**config.mk**
```make
export PLATFORM = sky130hd
export DESIGN_NAME = mse_ctrl
export DESIGN_NICKNAME = d
export VERILOG_FILES = /design/src/sv/mse_pkg.sv /design/src/sv/mse_ctrl.sv
export SDC_FILE = /design/constraint.sdc
export NUM_CORES = 1
export LEC_CHECK = 0
export BUFFER_PORTS_ARGS = -buffer_cell sky130_fd_sc_hd__buf_2
export CORE_AREA = 2 2 39 41
export DETAILED_ROUTE_END_ITERATION = 6
export DIE_AREA = 0 0 41 43
export REMOVE_ABC_BUFFERS = 1
export SYNTH_ARGS = -nofsm -noshare
export SYNTH_HDL_FRONTEND = slang
export SYNTH_SLANG_ARGS = --single-unit
```
**constraint.sdc**
```tcl
create_clock -name clk_i -period 1.23 [get_ports clk_i]
set_input_delay 0.3075 -clock clk_i [delete_from_list [all_inputs] [get_ports clk_i]]
set_output_delay 0.3075 -clock clk_i [all_outputs]
set_load 0.03 [all_outputs]
```
**src/sv/mse_pkg.sv**
```systemverilog
`default_nettype none
// ----------------------------------------------------------------------------
// mse_pkg
// Shared constants, controller states and the command and status records
// that join the merge sort controller and datapath.
// ----------------------------------------------------------------------------
package mse_pkg;

  localparam int unsigned MaxKeys = 64;
  localparam int unsigned KeyW    = 32;
  localparam int unsigned AddrW   = $clog2(MaxKeys);
  localparam int unsigned CntW    = AddrW + 1;
  localparam int unsigned PaddrW  = 3;
  localparam int unsigned PdataW  = 32;

  localparam logic RegDescending = 1'b0;

  typedef enum logic [2:0] {
    S_LOAD,
    S_PASS,
    S_RUN,
    S_MERGE,
    S_EMIT_RD,
    S_EMIT_OUT
  } state_e;

  typedef struct packed {
    logic load;
    logic sort_init;
    logic pass_init;
    logic run_init;
    logic merge_step;
    logic run_next;
    logic pass_next;
    logic emit_init;
    logic emit_next;
    logic finish;
  } cmd_t;

  typedef struct packed {
    logic width_ge_n;
    logic run_end;
    logic pass_end;
    logic emit_last;
  } sts_t;

endpackage
`default_nettype wire

```
**src/sv/mse_ctrl.sv**
```systemverilog
`default_nettype none
// ----------------------------------------------------------------------------
// mse_ctrl
// Sequencer for loading, the bottom-up merge passes and emission.
// ----------------------------------------------------------------------------
module mse_ctrl
  import mse_pkg::*;
(
  input  wire  logic clk_i,
  input  wire  logic rst_ni,
  input  wire  logic in_valid_i,
  input  wire  logic in_last_i,
  output logic       in_ready_o,
  output logic       out_valid_o,
  input  wire  logic out_ready_i,
  input  wire  sts_t sts_i,
  output cmd_t       cmd_o
);

  state_e state_q, state_d;

  always_ff @(posedge clk_i or negedge rst_ni) begin
    if (!rst_ni) begin
      state_q <= S_LOAD;
    end else begin
      state_q <= state_d;
    end
  end

  always_comb begin
    state_d = state_q;
    unique case (state_q)
      S_LOAD: begin
        if (in_valid_i && in_last_i) begin
          state_d = S_PASS;
        end
      end
      S_PASS: begin
        state_d = sts_i.width_ge_n ? S_EMIT_RD : S_RUN;
      end
      S_RUN: begin
        state_d = S_MERGE;
      end
      S_MERGE: begin
        if (sts_i.run_end) begin
          state_d = sts_i.pass_end ? S_PASS : S_RUN;
        end
      end
      S_EMIT_RD: begin
        state_d = S_EMIT_OUT;
      end
      S_EMIT_OUT: begin
        if (out_ready_i) begin
          state_d = sts_i.emit_last ? S_LOAD : S_EMIT_RD;
        end
      end
      default: begin
        state_d = S_LOAD;
      end
    endcase
  end

  always_comb begin
    cmd_o       = '0;
    in_ready_o  = 1'b0;
    out_valid_o = 1'b0;
    unique case (state_q)
      S_LOAD: begin
        in_ready_o     = 1'b1;
        cmd_o.load     = in_valid_i;
        cmd_o.sort_init = in_valid_i && in_last_i;
      end
      S_PASS: begin
        cmd_o.emit_init = sts_i.width_ge_n;
        cmd_o.pass_init = !sts_i.width_ge_n;
      end
      S_RUN: begin
        cmd_o.run_init = 1'b1;
      end
      S_MERGE: begin
        cmd_o.merge_step = 1'b1;
        cmd_o.run_next   = sts_i.run_end;
        cmd_o.pass_next  = sts_i.run_end && sts_i.pass_end;
      end
      S_EMIT_RD: begin
      end
      S_EMIT_OUT: begin
        out_valid_o     = 1'b1;
        cmd_o.emit_next = out_ready_i && !sts_i.emit_last;
        cmd_o.finish    = out_ready_i && sts_i.emit_last;
      end
      default: begin
      end
    endcase
  end

endmodule
`default_nettype wire

```
* Word-level counts from Yosys, hierarchy flattened
Cells that the tools add are included.
Cells by class: equality and inequality tests 8, multiplexer cells 15, reduce and logical (&&, ||, !) cells 8
Operator list (number):
- two-way mux 3 bit | 6
- case mux 3 bit (6 select lines) | 1
- equality test 3 x 2 -> 1 bit (second input constant) | 2
- equality test 3 bit (second input constant) | 2
- two-way mux 2 bit | 3
- inequality test 2 bit (second input constant) | 3
- two-way mux 1 bit | 5
- logical AND 1 bit | 4
- equality test 3 x 1 -> 1 bit (second input constant) | 1
- logical NOT 3 bit | 1
- AND reduction 3 bit | 1
- logical NOT 1 bit | 2
Storage, ports and cells: bits in registers 3, bits of input ports 9, output and inout bits 12, logic and storage cells 32

* Longest topological paths before layout
word-level depth 3, mapped depth 4, depth with buffers taken out 3

* Worst setup path before layout
Ideal clock, no wire load.
kind flip-flop to output port, start reg state_q[0], end out cmd_o[8] (netlist name), arrival time 1.758 ns, path slack -0.836 ns, stages on the path, launching flop included 4, buffers on the path 1, path through dfrtp_1 > buf_4 > nor3_1 > and3_1
RTL lines:
- start, declared | RTL line mse_ctrl.sv:20 | state_e state_q, state_d;
- start signal, assigned | RTL line mse_ctrl.sv:26 | state_q <= state_d;
- end, declared | RTL line mse_ctrl.sv:17 | output cmd_t cmd_o

==> results.cfg <==
[finish]
area_growth_pct = 134
num_antenna_cells = 0
fillers = 132
largest_reg_flops = 3
final_nets = 83
largestRegisters = state_q: 3 flops
final_area_um2 = 732
drive_gt1_share_pct = 82.2
top_register = state_q

[sta]
clock.fmax_ghz = 0.623
period_minus_slack_ns = 1.61
slew_headroom_pct = 82.7
finalClockSkew_ns = 0.00604
drv_slew = 0
worst_pin_slew_ns = 0.260
rsz0062_at_grt = true
finalSetupViolCount = 15
finalHoldViolations = 0
period_share_pct = 131
setup_slack_ns = -0.376

[placed_design]
placed_area_um2 = 497
port_buffers = 20
hpwl_um = 653
routabilityCongestion = 0.685

[global_routing]
grt_max_degree = 9
grt_pass1_vias = 390
track_usage_pct = 13.6
overflow = 0
antenna_found_initial = 0
grt_first_pass_wirelength_um = 1590

[synth]
syn-cell-area_um2 = 313
ys_ff_latch = 3
synth_edf_count = 0
ys.flop_type = dfrtp_1
ys_async_sr_fraction_pct = 100
yosys.cell_types.count = 21
yosys_warnings = 0
synth_top_area_share_pct = 24.0
netlist_instances = 33
synth_common_cells = and3_1 (3), dfrtp_1 (3), inv_1 (3), nand2_1 (3)
syn_avg_cell_area_um2 = 9.48
ys_seq_area_share_pct = 24.0
synth_top_cell_by_area = dfrtp_1
synthTopCellsByArea = dfrtp_1 (24%), a2111oi_4 (8.8%), nor4b_4 (7.6%)

[power_and_ir_drop]
p_seq_share_pct = 15.6
finalPower_w = 0.00174
clkPwrFrac_pct = 10.3
power.density_mw_per_mm2 = 2380
comb_power_share_pct = 74.2
power.net_switching_w = 0.000742
p_leak_nw = 0.358
p_sw_share_pct = 42.5
ir_worst_vdd_mv = 0.949
p_int_w = 0.00100

[job]
maxCapViolations = 0

[cts]
cts_htree_levels = 1
clock_sinks = 3
clk_latency_ns = 0.24
cts.path.max_buffers = 2
cts_made_buffers = 3
root_buffer = clkbuf_4
path_clk_slew_ns = 0.04
cts_tree = built

[setup_path]
endpoint_kind = output pin
critPathKind = reg2out
setup.worst_path.start_class = flop
cp.arrival_ns = 1.30
cp.required_ns = 0.92
cp_max_fo = 8

[floorplan]
die_h_um = 43
die_width_um = 41
ios = 21
rows = 14
core_area_mm2 = 0.00138
dieArea_mm2 = 0.00176
start_util_pct = 22.6

[route]
drc = 0
drtIter0Drc = 2
num_vias = 408
totalWireLength_um = 1030
firstDrtPassIters = 4
ant_nets = 0
routed_via_density = 4.58
wl_per_cell_um = 11.6

[run_status]
status = finished, violations left
violations = setup timing

[worst_hold_path]
min_path_type = in2reg
-- placed cells by master, fill, tap and decap left out, types with 2 or more instances in the layout --
cell type	instances
nand2_1	3
inv_2	2
nor3_2	2
and3_4	2
buf_6	15
buf_2	8
dfrtp_2	3
clkbuf_4	3
buf_4	15
-- final timing paths --
path / cells past startpoint / end / slack (ns) / startpoint
setup / recovery: 4 / cmd_o[3] / -0.38 / state_q[2]
hold / removal: 2 / state_q[2] / 0.33 / out_ready_i
setup reg to reg: 6 / state_q[0] / -0.28 / state_q[1]
hold reg to reg: 3 / state_q[2] / 0.81 / state_q[0]
max in group asynchronous: 2 / state_q[1] / 0.72 / rst_ni
min in group asynchronous: 2 / state_q[0] / 0.39 / rst_ni
-- routing by layer --
| metal | GRT usage [%] | up-vias | part of all wire, % |
|---|---|---|---|
| li1 | - | 199 | - |
| met4 | 8.00 | 0 | 1.8 |
| met1 | 15.2 | 192 | 39 |
| met3 | 3.14 | 2 | 4.5 |
| met5 | 0 | - | 0 |
| met2 | 21.9 | 15 | 55 |
-- worst max-delay path, cell delays in order (launching register included) --
cell and delay, ns:
dfrtp_2 0.48, nor2b_4 0.14, and3_4 0.18, and2_4 0.13, buf_6 0.12
-- timing repair --
action | 4_1_cts | 5_1_grt
buffers inserted | 4 | 2
pin swaps | 9 | 3
setup endpoints to repair | 15 | 15
endpoints found under the hold margin | 3 | 0
hold buffers | 1 | 0
gates resized for setup | 41 | 3
-- kinds of logic after synthesis --
| family | Yosys count | synth area share, % |
|---|---|---|
| flops | 3 | 24.0 |
| buf+inv | 6 | 12.0 |
| simple gates | 17 | 40.8 |
| compound gates | 7 | 23.2 |
-- area by class of cell --
type	count	area (µm²)	area share [%]
clock buffer	4	26.3	3.59
inverter	3	11.3	1.54
multi-input combinational	24	264	36.1
sequential	3	78.8	10.8
tap	16	20.0	2.74
timing repair buffer	39	332	45.3
-- stage by stage --
stage	TNS (ns)	hold slack (ns)	setup WS (ns)	utilization, %	cells
after floorplan	-4.22	0.0119	-0.805	-	30
after global placement	-1.19	0.105	-0.170	35.9	78
after detailed placement	-1.48	0.106	-0.206	35.9	78
after CTS	-3.88	0.329	-0.369	51.0	87
after global routing	-4.87	0.348	-0.436	52.9	89
final	-3.87	0.333	-0.376	52.9	89
-- power groups by stage --
stage / logic [W] / clock network [W] / registers, W
after detailed placement: 0.000900 / 0 / 0.000230
after CTS: 0.00123 / 0.000184 / 0.000273
final: 0.00129 / 0.000179 / 0.000272
after floorplan: 0.000480 / 0 / 0.000268
after global placement: 0.000888 / 0 / 0.000228
after global routing: 0.00139 / 0.000197 / 0.000285
No activity file was read; power rests on OpenSTA's default activity.
